$ cat src/sv/fhs_pkg.sv
// ----------------------------------------------------------------------------
// fhs_pkg: shared types and constants for the flame heat buffer
// Field widths, command codes, heat limits and the queue word that passes
// from the front end to the execution back end.
// ----------------------------------------------------------------------------
package fhs_pkg;

   // field widths
   localparam int IDX_W  = 14;
   localparam int HEAT_W = 6;
   localparam int CMD_W  = 2;
   localparam int PICK_W = 2;

   // default buffer geometry
   localparam int WIDTH_DEF  = 128;
   localparam int HEIGHT_DEF = 128;

   // depth of the front-to-back queue
   localparam int QUEUE_DEPTH = 2;

   // heat limits
   localparam logic [HEAT_W-1:0] HEAT_MAX     = 6'd32;
   localparam logic [HEAT_W-1:0] IGNITE_RESET = 6'd22;

   // command codes
   localparam logic [CMD_W-1:0] CMD_IGNITE = 2'd0;
   localparam logic [CMD_W-1:0] CMD_SPREAD = 2'd1;
   localparam logic [CMD_W-1:0] CMD_READ   = 2'd2;
   localparam logic [CMD_W-1:0] CMD_NONE   = 2'd3;   // ignored by the block

   // one decoded operation, as queued for the back end
   typedef struct packed {
      logic [CMD_W-1:0]  op;       // CMD_IGNITE, CMD_SPREAD or CMD_READ
      logic [IDX_W-1:0]  rd_addr;  // source cell for spread and read
      logic              rd_ok;    // source lies inside the buffer
      logic [IDX_W-1:0]  wr_addr;  // target cell for ignite and spread
      logic              wr_ok;    // target lies inside the allowed range
      logic [HEAT_W-1:0] wr_heat;  // saturated ignite heat
      logic              decay;    // spread decay, pick AND 1
   } fhs_entry_type;

endpackage

$ cat src/sv/fhs_queue.sv
// ----------------------------------------------------------------------------
// fhs_queue: short FIFO between decode and execution
// Lets the front end take requests while the back end is busy or stalled.
// ----------------------------------------------------------------------------
module fhs_queue
   import fhs_pkg::*;
(
   input  logic           clock,
   input  logic           reset,
   input  logic           push_valid,
   input  fhs_entry_type  push_entry,
   output logic           full,
   input  logic           pop,
   output logic           pop_valid,
   output fhs_entry_type  pop_entry
);

   localparam int PTR_W = (QUEUE_DEPTH > 1) ? $clog2(QUEUE_DEPTH) : 1;
   localparam int CNT_W = $clog2(QUEUE_DEPTH + 1);
   localparam logic [CNT_W-1:0] FULL_V = CNT_W'(QUEUE_DEPTH);
   localparam logic [PTR_W-1:0] LAST_V = PTR_W'(QUEUE_DEPTH - 1);

   fhs_entry_type     slot_ff [QUEUE_DEPTH];
   logic [PTR_W-1:0]  wr_ptr_ff, wr_ptr_in;
   logic [PTR_W-1:0]  rd_ptr_ff, rd_ptr_in;
   logic [CNT_W-1:0]  count_ff, count_in;
   logic              do_push, do_pop;

   assign full      = (count_ff == FULL_V);
   assign pop_valid = (count_ff != '0);
   assign pop_entry = slot_ff[rd_ptr_ff];
   assign do_push   = push_valid && !full;
   assign do_pop    = pop && pop_valid;

   // pointer and fill count update
   always_comb begin
      wr_ptr_in = wr_ptr_ff;
      rd_ptr_in = rd_ptr_ff;
      count_in  = count_ff;
      if (do_push) begin
         wr_ptr_in = (wr_ptr_ff == LAST_V) ? '0 : wr_ptr_ff + 1'b1;
      end
      if (do_pop) begin
         rd_ptr_in = (rd_ptr_ff == LAST_V) ? '0 : rd_ptr_ff + 1'b1;
      end
      if (do_push && !do_pop) begin
         count_in = count_ff + 1'b1;
      end else if (do_pop && !do_push) begin
         count_in = count_ff - 1'b1;
      end
   end

   always_ff @(posedge clock) begin
      if (reset) begin
         wr_ptr_ff <= '0;
         rd_ptr_ff <= '0;
         count_ff  <= '0;
      end else begin
         wr_ptr_ff <= wr_ptr_in;
         rd_ptr_ff <= rd_ptr_in;
         count_ff  <= count_in;
      end
   end

   // entry storage
   always_ff @(posedge clock) begin
      if (do_push) begin
         slot_ff[wr_ptr_ff] <= push_entry;
      end
   end

`ifndef ASSERT_OFF
   // the front end never pushes into a full queue
   a_no_overflow: assert property (@(posedge clock) disable iff (reset)
      push_valid |-> !full)
      else $error("queue push while full");
`endif

endmodule

$ cat config.mk
export PLATFORM = sky130hd
export DESIGN_NAME = fhs_queue
export DESIGN_NICKNAME = d
export VERILOG_FILES = /design/src/sv/fhs_pkg.sv /design/src/sv/fhs_queue.sv
export SDC_FILE = /design/constraint.sdc
export NUM_CORES = 1
export LEC_CHECK = 0
export ABC_CLOCK_PERIOD_IN_PS = 2100
export BUFFER_PORTS_ARGS = -buffer_cell sky130_fd_sc_hd__buf_2
export CELL_PAD_IN_SITES_DETAIL_PLACEMENT = 1
export CELL_PAD_IN_SITES_GLOBAL_PLACEMENT = 1
export CORE_ASPECT_RATIO = 1.2
export CORE_MARGIN = 10
export CORE_UTILIZATION = 40
export DETAILED_ROUTE_END_ITERATION = 10
export PLACE_DENSITY_LB_ADDON = 0.1
export REMOVE_ABC_BUFFERS = 1
export SLEW_MARGIN = 20
export SYNTH_ARGS = -nofsm -noshare
export SYNTH_HDL_FRONTEND = slang
export SYNTH_SLANG_ARGS = --single-unit
$ cat constraint.sdc
create_clock -name clock -period 2.1 [get_ports clock]
set_input_delay 0.42 -clock clock [delete_from_list [all_inputs] [get_ports clock]]
set_output_delay 0.42 -clock clock [all_outputs]
set_load 0.02 [all_outputs]
==> results.yml <==
sta:
  slew_viol_final: 0
  final_hold_viol_count: 0
  finalSetupViolCount: 0
  rsz0062_at_grt: "no"
  relSlewSlack: 0.7692
  finClkSkew_ns: 0.007561
  worst-slew-pin-transition_ns: 0.3425
  fmax_mhz: 509.4
  post-route-period-util: 0.9347
  min_period_ns: 1.963
  finalSetupTns_ns: 0
  whs_ns: 0.2691
synthesis:
  synth_cell_types: 15
  yosys_most_used_dff: "edfxtp_1"
  ys_top_cells_by_area: "edfxtp_1, mux2_2, dfxtp_1"
  yosys.area.top_type_share: 0.7736
  async_flop_share: 0
  yosysWarningCount: 0
  synth.avg_cell_area_um2: 20.74
  yosysMostFrequentCell: "edfxtp_1"
  yosysTopAreaCell: "edfxtp_1"
  ys_seq_area_frac: 0.8066
  synth_common_cells: "edfxtp_1, mux2_2, dfxtp_1"
  ys_ff_latch: 83
  synth_edf_count: 78
  synthesis.area_mm2: 0.003028
  syn-instance-count: 146
power_and_ir_drop:
  switching_share: 0.3153
  power.switching_mw: 1.410
  power_frac_seq: 0.487
  clkPwrFrac: 0.204
  p_leak_nw: 1.413
  p_comb_frac: 0.309
  internal-power_mw: 3.061
  power_density_mw_per_mm2: 1197
  total_power_mw: 4.471
  peakVddDrop_mv: 0.4789
die:
  core_area_mm2: 0.007317
  rows: 34
  die_area_mm2: 0.01146
  die_w_um: 99.43
  start_util: 0.4138
  io_pins: 84
  die_y_um: 115.3
clock_network:
  cts_tree: "built"
  cts_max_level: 3
  cts.sinks: 83
  clockBufferDepth: 2
  ctsResizeCount: 0
  postCtsSetupBuffers: 0
  clkTransAtPathRegs_ns: 0.08
  root_buffer: "clkbuf_8"
  clk_latency_ns: 0.33
  cts_hold_buf: 0
  numCtsBuffers: 9
routing:
  drt-total-wl_um: 6336
  vias_per_cell: 4.794
  route.detailed.drc: 0
  vias: 1606
  ant_nets: 0
  drt_pass1_iterations: 4
  wl_per_cell_um: 18.91
  drt_iter0_drc: 58
placed_design:
  numPortBuffers: 83
  place_hpwl_um: 4638
  routabilityCongestion: 0.7081
global_routing:
  antenna_found_initial: 0
  grt_pass1_wl_um: 9791
  grt_pass1_vias: 1894
  grt_overflow_total: 0
  groute.usage.overall: 0.1124
  grt_max_degree: 31
worst_setup_path:
  critPathLaunchType: "flop"
  crit_path_end_kind: "output port"
  critPathArrivalTime_ns: 1.54
  reg2regPathDepth: 4
  path_class: "reg -> out"
  crit_fanout: 30
  critPathRequiredTime_ns: 1.68
outcome:
  status: "finished clean"
layout:
  layout.nets: 285
  area_delta_synth_final_pct: 23.35
  n_antenna_cell: 0
  drive_above_1_share: 0.5837
job:
  cap_violations: 0
hold_path:
  holdPathStages: 1
  hold_path.class: "in -> reg"
[worst max-delay path, cell delays in order (launching register included)]
cell     delay [ns]
dfxtp_4        0.44
buf_12         0.22
mux2_2         0.37
buf_2          0.16
[per-layer routing]
metal  vias to the layer above  part of all wire  global-route usage
met5                         -                 0                   0
met4                         0            0.0080             0.04689
met3                         6             0.079             0.05162
met2                        64              0.54              0.1983
met1                       778              0.37              0.1120
li1                        758                 -                   -
[power by group through the flow]
stage	registers, mW	clock network (mW)	logic (mW)
finish	2.18	0.912	1.38
global route	2.21	1.02	1.50
CTS	2.18	0.954	1.42
detailed placement	2.22	0	1.41
global placement	2.20	0	1.38
floorplan	2.24	0	0.861
[logic make-up (layout without fill, tap and decap cells)]
kind of cell / Yosys count / count (layout) / synth area share
buffers and inverters: 6 / 105 / 0.01116
AOI/OAI and AO/OA: 5 / 5 / 0.008263
xor gates and xnor gates: 3 / 3 / 0.008679
DFF: 83 / 83 / 0.8066
muxes: 39 / 39 / 0.1450
and+or+nand+nor: 9 / 9 / 0.01612
adders and majority gates: 1 / 1 / 0.004132
[state kept, by name (all words and copies together), names as in the netlist, named ones only]
| name | count |
|---|---|
| rd_ptr_ff | 1 |
| wr_ptr_ff | 1 |
| count_ff | 2 |
| slot_ff | 78 |
[worst paths after layout]
check                           slack (ns)      startpoint             end
worst min register to register        0.50       wr_ptr_ff       wr_ptr_ff
worst min-delay path                  0.27  push_entry[15]  slot_ff[1][15]
worst max-delay path                  0.14            flop    pop_entry[8]
worst max register to register        0.50     count_ff[0]     count_ff[1]
[cell usage in the layout, fill, tap and decap left out, drive strengths merged]
cell type	count
nor2	4
clkbuf	11
nor2b	1
and2	1
dfxtp	5
a21oi	2
xor2	3
clkinv	4
o21ai	3
ha	1
mux2	39
buf	88
inv	2
or2	1
or3	2
edfxtp	78
[layout make-up]
class                      count  area [µm²]
fill                         728        3582
tap                           90       112.6
clock buffer                  11       131.4
timing repair buffer          88       465.4
inverter                       2       7.507
multi-input combinational     57       553.0
sequential                    83        2446
clock inverter                 4       18.77
[metrics by stage]
step           cell area [µm²]  std cells  setup WS [ns]    util
3_3_place_gp              3582        320         0.4308  0.4896
2_1_floorplan             3002        142        0.08707       -
3_5_place_dp              3582        320         0.4030  0.4896
6_report                  3735        335         0.1371  0.5104
4_1_cts                   3732        335        0.02561  0.5101
5_1_grt                   3735        335        0.04508  0.5104
Power figures use the tool's default switching activity.
