$ cat src/sv/fhs_pkg.sv
// ----------------------------------------------------------------------------
// fhs_pkg: shared types and constants for the flame heat buffer
// Field widths, command codes, heat limits and the queue word that passes
// from the front end to the execution back end.
// ----------------------------------------------------------------------------
package fhs_pkg;

   // field widths
   localparam int IDX_W  = 14;
   localparam int HEAT_W = 6;
   localparam int CMD_W  = 2;
   localparam int PICK_W = 2;

   // default buffer geometry
   localparam int WIDTH_DEF  = 128;
   localparam int HEIGHT_DEF = 128;

   // depth of the front-to-back queue
   localparam int QUEUE_DEPTH = 2;

   // heat limits
   localparam logic [HEAT_W-1:0] HEAT_MAX     = 6'd32;
   localparam logic [HEAT_W-1:0] IGNITE_RESET = 6'd22;

   // command codes
   localparam logic [CMD_W-1:0] CMD_IGNITE = 2'd0;
   localparam logic [CMD_W-1:0] CMD_SPREAD = 2'd1;
   localparam logic [CMD_W-1:0] CMD_READ   = 2'd2;
   localparam logic [CMD_W-1:0] CMD_NONE   = 2'd3;   // ignored by the block

   // one decoded operation, as queued for the back end
   typedef struct packed {
      logic [CMD_W-1:0]  op;       // CMD_IGNITE, CMD_SPREAD or CMD_READ
      logic [IDX_W-1:0]  rd_addr;  // source cell for spread and read
      logic              rd_ok;    // source lies inside the buffer
      logic [IDX_W-1:0]  wr_addr;  // target cell for ignite and spread
      logic              wr_ok;    // target lies inside the allowed range
      logic [HEAT_W-1:0] wr_heat;  // saturated ignite heat
      logic              decay;    // spread decay, pick AND 1
   } fhs_entry_type;

endpackage

$ cat src/sv/fhs_front.sv
// ----------------------------------------------------------------------------
// fhs_front: request decode
// Holds the ignite heat register, checks index ranges, works out the spread
// target cell and turns each accepted word, bar CMD_NONE, into a queue entry.
// ----------------------------------------------------------------------------
module fhs_front
   import fhs_pkg::*;
#(
   parameter int WIDTH = WIDTH_DEF,
   parameter int DEPTH = WIDTH_DEF * HEIGHT_DEF
) (
   input  logic                clock,
   input  logic                reset,
   input  logic                csr_wr_en,
   input  logic [HEAT_W-1:0]   csr_wr_data,
   input  logic                req_valid,
   output logic                req_stall,
   input  logic [CMD_W-1:0]    req_cmd,
   input  logic [IDX_W-1:0]    req_pixel_index,
   input  logic [PICK_W-1:0]   req_rand_pick,
   input  logic                queue_full,
   input  logic                clear_busy,
   output logic                push_valid,
   output fhs_entry_type       push_entry
);

   localparam logic [IDX_W:0]   DEPTH_V = (IDX_W+1)'(DEPTH);
   localparam logic [IDX_W+1:0] WIDTH_V = (IDX_W+2)'(WIDTH);

   logic [HEAT_W-1:0]        ignite_heat_ff;
   logic [HEAT_W-1:0]        ignite_heat_in;
   logic [HEAT_W-1:0]        ignite_sat;
   logic                     src_ok;
   logic signed [IDX_W+1:0]  dst;
   logic                     dst_ok;

   // ignite heat register
   assign ignite_heat_in = csr_wr_en ? csr_wr_data : ignite_heat_ff;

   always_ff @(posedge clock) begin
      if (reset) begin
         ignite_heat_ff <= IGNITE_RESET;
      end else begin
         ignite_heat_ff <= ignite_heat_in;
      end
   end

   assign ignite_sat = (ignite_heat_ff > HEAT_MAX) ? HEAT_MAX : ignite_heat_ff;

   // range checks and spread target: one row up, drift of one minus pick
   assign src_ok = {1'b0, req_pixel_index} < DEPTH_V;
   assign dst    = $signed({2'b00, req_pixel_index}) + $signed((IDX_W+2)'(1))
                 - $signed({{IDX_W{1'b0}}, req_rand_pick}) - $signed(WIDTH_V);
   assign dst_ok = !dst[IDX_W+1] && (dst != '0) && (dst[IDX_W:0] < DEPTH_V);

   // handshake: hold off while the queue is full or the buffer is clearing
   assign req_stall  = queue_full || clear_busy;
   assign push_valid = req_valid && !req_stall && (req_cmd != CMD_NONE);

   // build the queue word
   always_comb begin
      push_entry         = '0;
      push_entry.op      = req_cmd;
      push_entry.wr_heat = ignite_sat;
      push_entry.decay   = req_rand_pick[0];
      case (req_cmd)
         CMD_IGNITE: begin
            push_entry.wr_addr = req_pixel_index;
            push_entry.wr_ok   = src_ok;
         end
         CMD_SPREAD: begin
            push_entry.rd_addr = req_pixel_index;
            push_entry.rd_ok   = src_ok;
            push_entry.wr_addr = dst[IDX_W-1:0];
            push_entry.wr_ok   = dst_ok;
         end
         CMD_READ: begin
            push_entry.rd_addr = req_pixel_index;
            push_entry.rd_ok   = src_ok;
         end
         default: begin
            push_entry.op = CMD_READ;
         end
      endcase
   end

endmodule

$ cat config.mk
export PLATFORM = sky130hd
export DESIGN_NAME = fhs_front
export DESIGN_NICKNAME = d
export VERILOG_FILES = /design/src/sv/fhs_pkg.sv /design/src/sv/fhs_front.sv
export SDC_FILE = /design/constraint.sdc
export NUM_CORES = 1
export LEC_CHECK = 0
export ABC_AREA = 1
export BUFFER_PORTS_ARGS = -buffer_cell sky130_fd_sc_hd__buf_4
export CAP_MARGIN = 30
export CORE_MARGIN = 2
export CORE_UTILIZATION = 48
export DETAILED_ROUTE_END_ITERATION = 10
export GPL_TIMING_DRIVEN = 0
export HOLD_SLACK_MARGIN = 0.15
export PLACE_DENSITY = 0.83
export RECOVER_POWER = 50
export REMOVE_ABC_BUFFERS = 1
export SLEW_MARGIN = 15
export SYNTH_ARGS = -nofsm -noshare
export SYNTH_HDL_FRONTEND = slang
export SYNTH_SLANG_ARGS = --single-unit
export TNS_END_PERCENT = 10
$ cat constraint.sdc
create_clock -name clock -period 6 [get_ports clock]
set_clock_uncertainty 0.05 [all_clocks]
set_input_delay 0.6 -clock clock [delete_from_list [all_inputs] [get_ports clock]]
set_output_delay 0.6 -clock clock [all_outputs]
set_load 0.03 [all_outputs]
==> impl_metrics.csv, run 1 <==
group,metric,value,unit
die,io_pins,71,
place,placed_cells_incl_taps,333,
finish,layout.core_utilization,0.707,
worst_setup_path,ff2ff_path_depth,2,
global_route,antenna_found_initial,0,
worst_setup_path,critical_path.reg2reg.endpoint,"ignite_heat_ff[5]$_SDFFE_PP0P_",
pwr,power_leakage,0.00112,uW
detailed_routing,routed_via_density,4.84,
global_route,gr-usage-all-layers,0.236,
sta,max_slew.worst_pin.slew,533,ps
detailed_routing,routed-via-count,1627,
pwr,worst_ir_drop_on_vdd,123,uV
finish,final_non_filler_cells,336,
cts,cts_setup_buffers,0,
die,dieArea,3040,um^2
detailed_routing,drtAntennaViolNets,0,
synth,synth_cell_types,23,
detailed_routing,drt-initial-drc-count,27,
finish,mostFrequentLayoutCells,"nand2_1, inv_1, buf_4",
cts,clock_latency,240,ps
run_status,run_status,"complete, no violations",
hold_path,hold_start,"ignite_heat_ff[0]$_SDFFE_PP0P_",
synth,synth_area_per_cell,5.27,um^2
finish,layout_commonest_cell,"nand2_1",
finish,area_delta_synth_final,39.5,%
synth,yosys_warnings,0,
detailed_routing,detail_route.wl_per_cell,10.2,um
die,die_h,55.1,um
synth,synth_edf_count,0,
detailed_routing,detail_route.wirelength,3.43,mm
sta,tns,0,ps
worst_setup_path,cp-start-kind,"input port",
flow_run,cap_violations,0,
cts,cell_chosen_for_the_clock_root,"clkbuf_4",
cts,h-tree-depth,1,
sta,drv_slew,0,
finish,antenna_cells_inserted,0,
cts,post_cts_resize_count,0,
synth,ys_seq_elements,6,
die,std_cell_rows,18,
synth,ys_dominant_reg_cell,"dfxtp_1",
die,core_area,2480,um^2
pwr,pwr_density_cell,148,nW/um^2
synth,synthesis.area,1250,um^2
worst_setup_path,critical_path.reg2reg.startpoint,"ignite_heat_ff[5]$_SDFFE_PP0P_",
sta,period_share,0.575,
worst_setup_path,path_max_fanout,4,
place,dpl.hpwl,2.75,mm
cts,cts.sinks,6,
global_route,vias_in_the_first_global_route,1325,
detailed_routing,post-route-drc-count,0,
detailed_routing,drt-pass1-iter-count,4,
finish,layout.filler_cells,246,
cts,clk_transition_reported_paths,50,ps
sta,slew-limit-headroom,0.644,
worst_setup_path,regToRegSetupSlack,5240,ps
sta,finalSetupViolations,0,
finish,top_regs,"ignite_heat_ff x6",
worst_setup_path,criticalPathCategory,"in -> out",
worst_setup_path,crit_path_end_kind,"output pin",
sta,grt_setup_unrepaired,"false",
finish,number_of_nets_at_the_end_of_the_flow,351,
place,gp_congestion,0.818,
finish,layout-drive-gt1-share,0.232,
cts,tritoncts.num_buffers,3,
cts,tritoncts,"built",
pwr,total_power,259,uW
sta,timing.fmax,290,MHz
global_route,grt_pass1_wl,5.35,mm
die,floorplan.initialDensity,0.507,
hold_path,hold_path_class,"reg -> reg",
synth,syn_inst,238,
sta,report.final.hold_viol_count,0,
global_route,grt_start_max_net_pins,16,
synth,synthArstFlopShare,0,
sta,hold_slack,402,ps
die,die_x,55.1,um
worst_setup_path,worst_ep_arrival_time,2800,ps
synth,synth_sequential_area_ratio,0.0957,
sta,period_needed,3450,ps
finish,regMostFlops,"ignite_heat_ff",
finish,max_ffs_per_register,6,
worst_setup_path,crit_required,5350,ps
hold_path,timing.hold.worst_path_depth,2,
global_route,overflow,0,
cts,hold_buffers,0,
place,place.port_buffers,70,
cts,cts_buffer_depth,2,
hold_path,worstHoldEndpoint,"ignite_heat_ff[0]$_SDFFE_PP0P_",
[layout make-up]
| class | instances | area [um^2] | share of cell area |
|---|---|---|---|
| multi-input combinational | 166 | 882 | 0.504 |
| timing repair buffer | 70 | 458 | 0.262 |
| inverter | 61 | 230 | 0.132 |
| sequential | 6 | 120 | 0.0686 |
| tap | 30 | 37.5 | 0.0214 |
| clock buffer | 3 | 22.5 | 0.0129 |
[logic make-up after synthesis]
| family | share of synthesized area |
|---|---|
| flops | 0.0957 |
| fa+ha+maj | 0.136 |
| buf+inv | 0.201 |
| simple gates | 0.442 |
| compound gates | 0.126 |
[critical path: stages]
cell,delay (ps)
buf_4,80
inv_1,40
ha_1,280
inv_1,70
ha_1,220
fa_1,430
inv_1,80
nand3_1,70
nor2_1,170
nand3_1,100
nor2_1,90
nand3_1,80
nor2_1,110
nand3_1,80
nand2_1,70
nand2_1,50
buf_4,180
[where the power goes]
part | switching [uW] | internal [uW]
combinational | 117 | 60.9
clock | 14.0 | 22.6
sequential | 1.32 | 42.8
[per-layer routing]
layer,routed length (um),share of wire,GRT usage
met1,1600,0.47,0.323
met5,0,0,0
met4,0,0,0.0366
met3,276,0.081,0.0349
met2,1550,0.45,0.397
[cell usage after synthesis, drive strengths merged, types with 3 or more instances]
cell type  count  area [um^2]
o21ai         15         75.1
inv           60          225
nor2          21         86.3
dfxtp          6          120
nand3         17         85.1
nor3           3         15.0
nand4          6         52.6
clkbuf         4         15.0
ha            12          150
nand2         77          309
a21oi          8         51.3
o22ai          5         31.3
[worst max-delay path by stage]
| stage | start | end | slack [ps] | depth (start not counted) |
|---|---|---|---|---|
| 2_1_floorplan | req_pixel_index[1] | push_entry[15] | 2700 | 12 |
| 3_3_place_gp | req_pixel_index[1] | push_entry[7] | 2580 | 17 |
| 3_5_place_dp | req_pixel_index[1] | push_entry[7] | 2530 | 17 |
| 4_1_cts | req_pixel_index[1] | push_entry[7] | 2540 | 17 |
| 5_1_grt | req_pixel_index[1] | push_entry[7] | 2330 | 17 |
| 6_report | req_pixel_index[1] | push_entry[7] | 2550 | 17 |
[metrics by stage]
stage	area (um^2)	setup WS (ps)
detailed placement	1800	2530
finish	1750	2550
global placement	1800	2580
CTS	1820	2540
floorplan	1230	2700
global route	1750	2330
(Power assumes the default switching activity.)
==> run 2, diff against run 1 <==
- CORE_UTILIZATION: 48 -> 45
- PLACE_DENSITY: 0.83 -> 0.78
- clock period: 6 -> 3.4 ns (I/O delays scaled with it)
==> impl_metrics.csv, run 2 (synthesis results as in run 1) <==
group,metric,value,unit
die,core_area,2710,um^2
worst_setup_path,cpPeakStageDelay,430,ps
finish,layout_commonest_cell,"nand2_1",
run_status,run_status,"complete, no violations",
global_route,grt_pass1_wl,5.58,mm
finish,area_of_combinational_cells_with_multiple_inputs,882,um^2
detailed_routing,drt-initial-drc-count,39,
pwr,power_leakage,0.00112,uW
cts,hold_buffers,0,
detailed_routing,detail_route.wirelength,3.33,mm
sta,period_share,0.852,
hold_path,hold_path_class,"in -> reg",
finish,layout.filler_cells,306,
worst_setup_path,cp_top_family,"adder cells",
cts,cts_setup_buffers,0,
finish,antenna_cells_inserted,0,
finish,postLayoutCellArea,1750,um^2
sta,tns,0,ps
place,gp_congestion,0.815,
sta,grt_setup_unrepaired,"false",
flow_run,cap_violations,0,
worst_setup_path,path_max_fanout,6,
cts,clock_latency,230,ps
global_route,antenna_found_initial,0,
cts,cell_chosen_for_the_clock_root,"clkbuf_4",
detailed_routing,post-route-drc-count,0,
die,floorplan.initialDensity,0.463,
finish,area_delta_synth_final,39.6,%
cts,tritoncts,"built",
die,die_x,56.8,um
finish,top_regs,"ignite_heat_ff x6",
pwr,pwr_density_cell,259,nW/um^2
worst_setup_path,crit_required,3010,ps
pwr,power.switching,231,uW
die,std_cell_rows,19,
finish,number_of_nets_at_the_end_of_the_flow,351,
pwr,p_sw_frac,0.509,
worst_setup_path,crit_path_end_kind,"output pin",
detailed_routing,detail_route.wl_per_cell,9.88,um
finish,layout-drive-gt1-share,0.232,
global_route,vias_in_the_first_global_route,1420,
detailed_routing,routed-via-count,1601,
sta,report.final.hold_viol_count,0,
place,place.port_buffers,70,
detailed_routing,routed_via_density,4.75,
sta,period_needed,2900,ps
worst_setup_path,cp_num_buf_inv,4,
die,dieArea,3230,um^2
global_route,overflow,0,
worst_setup_path,worst_ep_arrival_time,2510,ps
place,postPlaceCellArea,1800,um^2
worst_setup_path,criticalPathCategory,"in -> out",
place,dpl.hpwl,2.83,mm
sta,drv_slew,0,
place,dp_worst_setup_slack,499,ps
worst_setup_path,crit_top_cell,"nand2_1",
sta,slew-limit-headroom,0.645,
cts,cts_buffer_depth,2,
pwr,p_clk_frac,0.140,
die,die_h,56.8,um
pwr,p_int,223,uW
die,io_pins,71,
finish,max_ffs_per_register,6,
sta,finalSetupViolations,0,
pwr,gate_power_share,0.689,
worst_setup_path,cp-start-kind,"input port",
cts,clk_transition_reported_paths,40,ps
cts,post_cts_resize_count,0,
detailed_routing,drtAntennaViolNets,0,
global_route,gr-usage-all-layers,0.203,
sta,max_slew.worst_pin.slew,532,ps
finish,regMostFlops,"ignite_heat_ff",
worst_setup_path,timing.critical_path.cells,"buf_4 > inv_1 > ha_1 > inv_1 > ha_1 > fa_1 > nand2_1 > nand2_4 > nand4_4 > nand3_1 > nand2_1 > nand2_1 > nor2_1 > nand3_1 > nand2_1 > nand2_1 > buf_4",
cts,h-tree-depth,1,
pwr,worst_ir_drop_on_vdd,287,uV
cts,tritoncts.num_buffers,3,
finish,layout.core_utilization,0.646,
sta,timing.fmax,345,MHz
worst_setup_path,critPathSlowestCell,"fa_1",
global_route,grt_start_max_net_pins,16,
cts,cts.sinks,6,
sta,fin_ws,502,ps
detailed_routing,drt-pass1-iter-count,4,
finish,mostFrequentLayoutCells,"nand2_1, inv_1, buf_4",
pwr,seq_power_share,0.171,
finish,ff_latch_area,120,um^2
run 2: per-layer routing:
layer	routed length, um	track usage	vias to the layer above
li1	-	-	866
met3	177	0.0253	0
met4	0	0.0166	0
met1	1560	0.273	694
met5	0	0	-
met2	1590	0.360	41
run 2: cell type report:
type / instances / share of cell area
Clock buffer: 3 / 0.0129
Inverter: 61 / 0.131
Multi-Input combinational cell: 166 / 0.504
Sequential cell: 6 / 0.0686
Tap cell: 31 / 0.0221
Timing Repair Buffer: 70 / 0.261
run 2: path summary, 6_finish.rpt:
path | cells past startpoint | slack, ps | to | from
worst max register to register | 2 | 2650 | ignite_heat_ff[5]$_SDFFE_PP0P_ | ignite_heat_ff[5]$_SDFFE_PP0P_
worst min register to register | 2 | 400 | ignite_heat_ff[4]$_SDFFE_PP1P_ | ignite_heat_ff[4]$_SDFFE_PP1P_
worst max-delay path | 17 | 500 | push_entry[7] | req_pixel_index[1]
worst min-delay path | 3 | 260 | ignite_heat_ff[4]$_SDFFE_PP1P_ | csr_wr_data[4]
run 2: through the flow:
| stage | cells | hold slack [ps] | power (uW) |
|---|---|---|---|
| floorplan | 233 | 380 | 287 |
| global placement | 334 | 396 | 403 |
| detailed placement | 334 | 403 | 406 |
| CTS | 337 | 259 | 471 |
| global route | 337 | 267 | 490 |
| finish | 337 | 263 | 454 |
run 2: worst min-delay path: stages:
cell,delay (ps)
buf_4,70
a21oi_1,50
o21ai_0,50
run 2: power groups by stage:
| stage | combinational (uW) | clock, uW | sequential [uW] |
|---|---|---|---|
| detailed placement | 327 | 0 | 79.2 |
| CTS | 328 | 65.2 | 77.9 |
| global route | 345 | 66.7 | 78.3 |
| finish | 313 | 63.4 | 77.9 |
| floorplan | 207 | 0 | 80.2 |
| global placement | 324 | 0 | 79.2 |
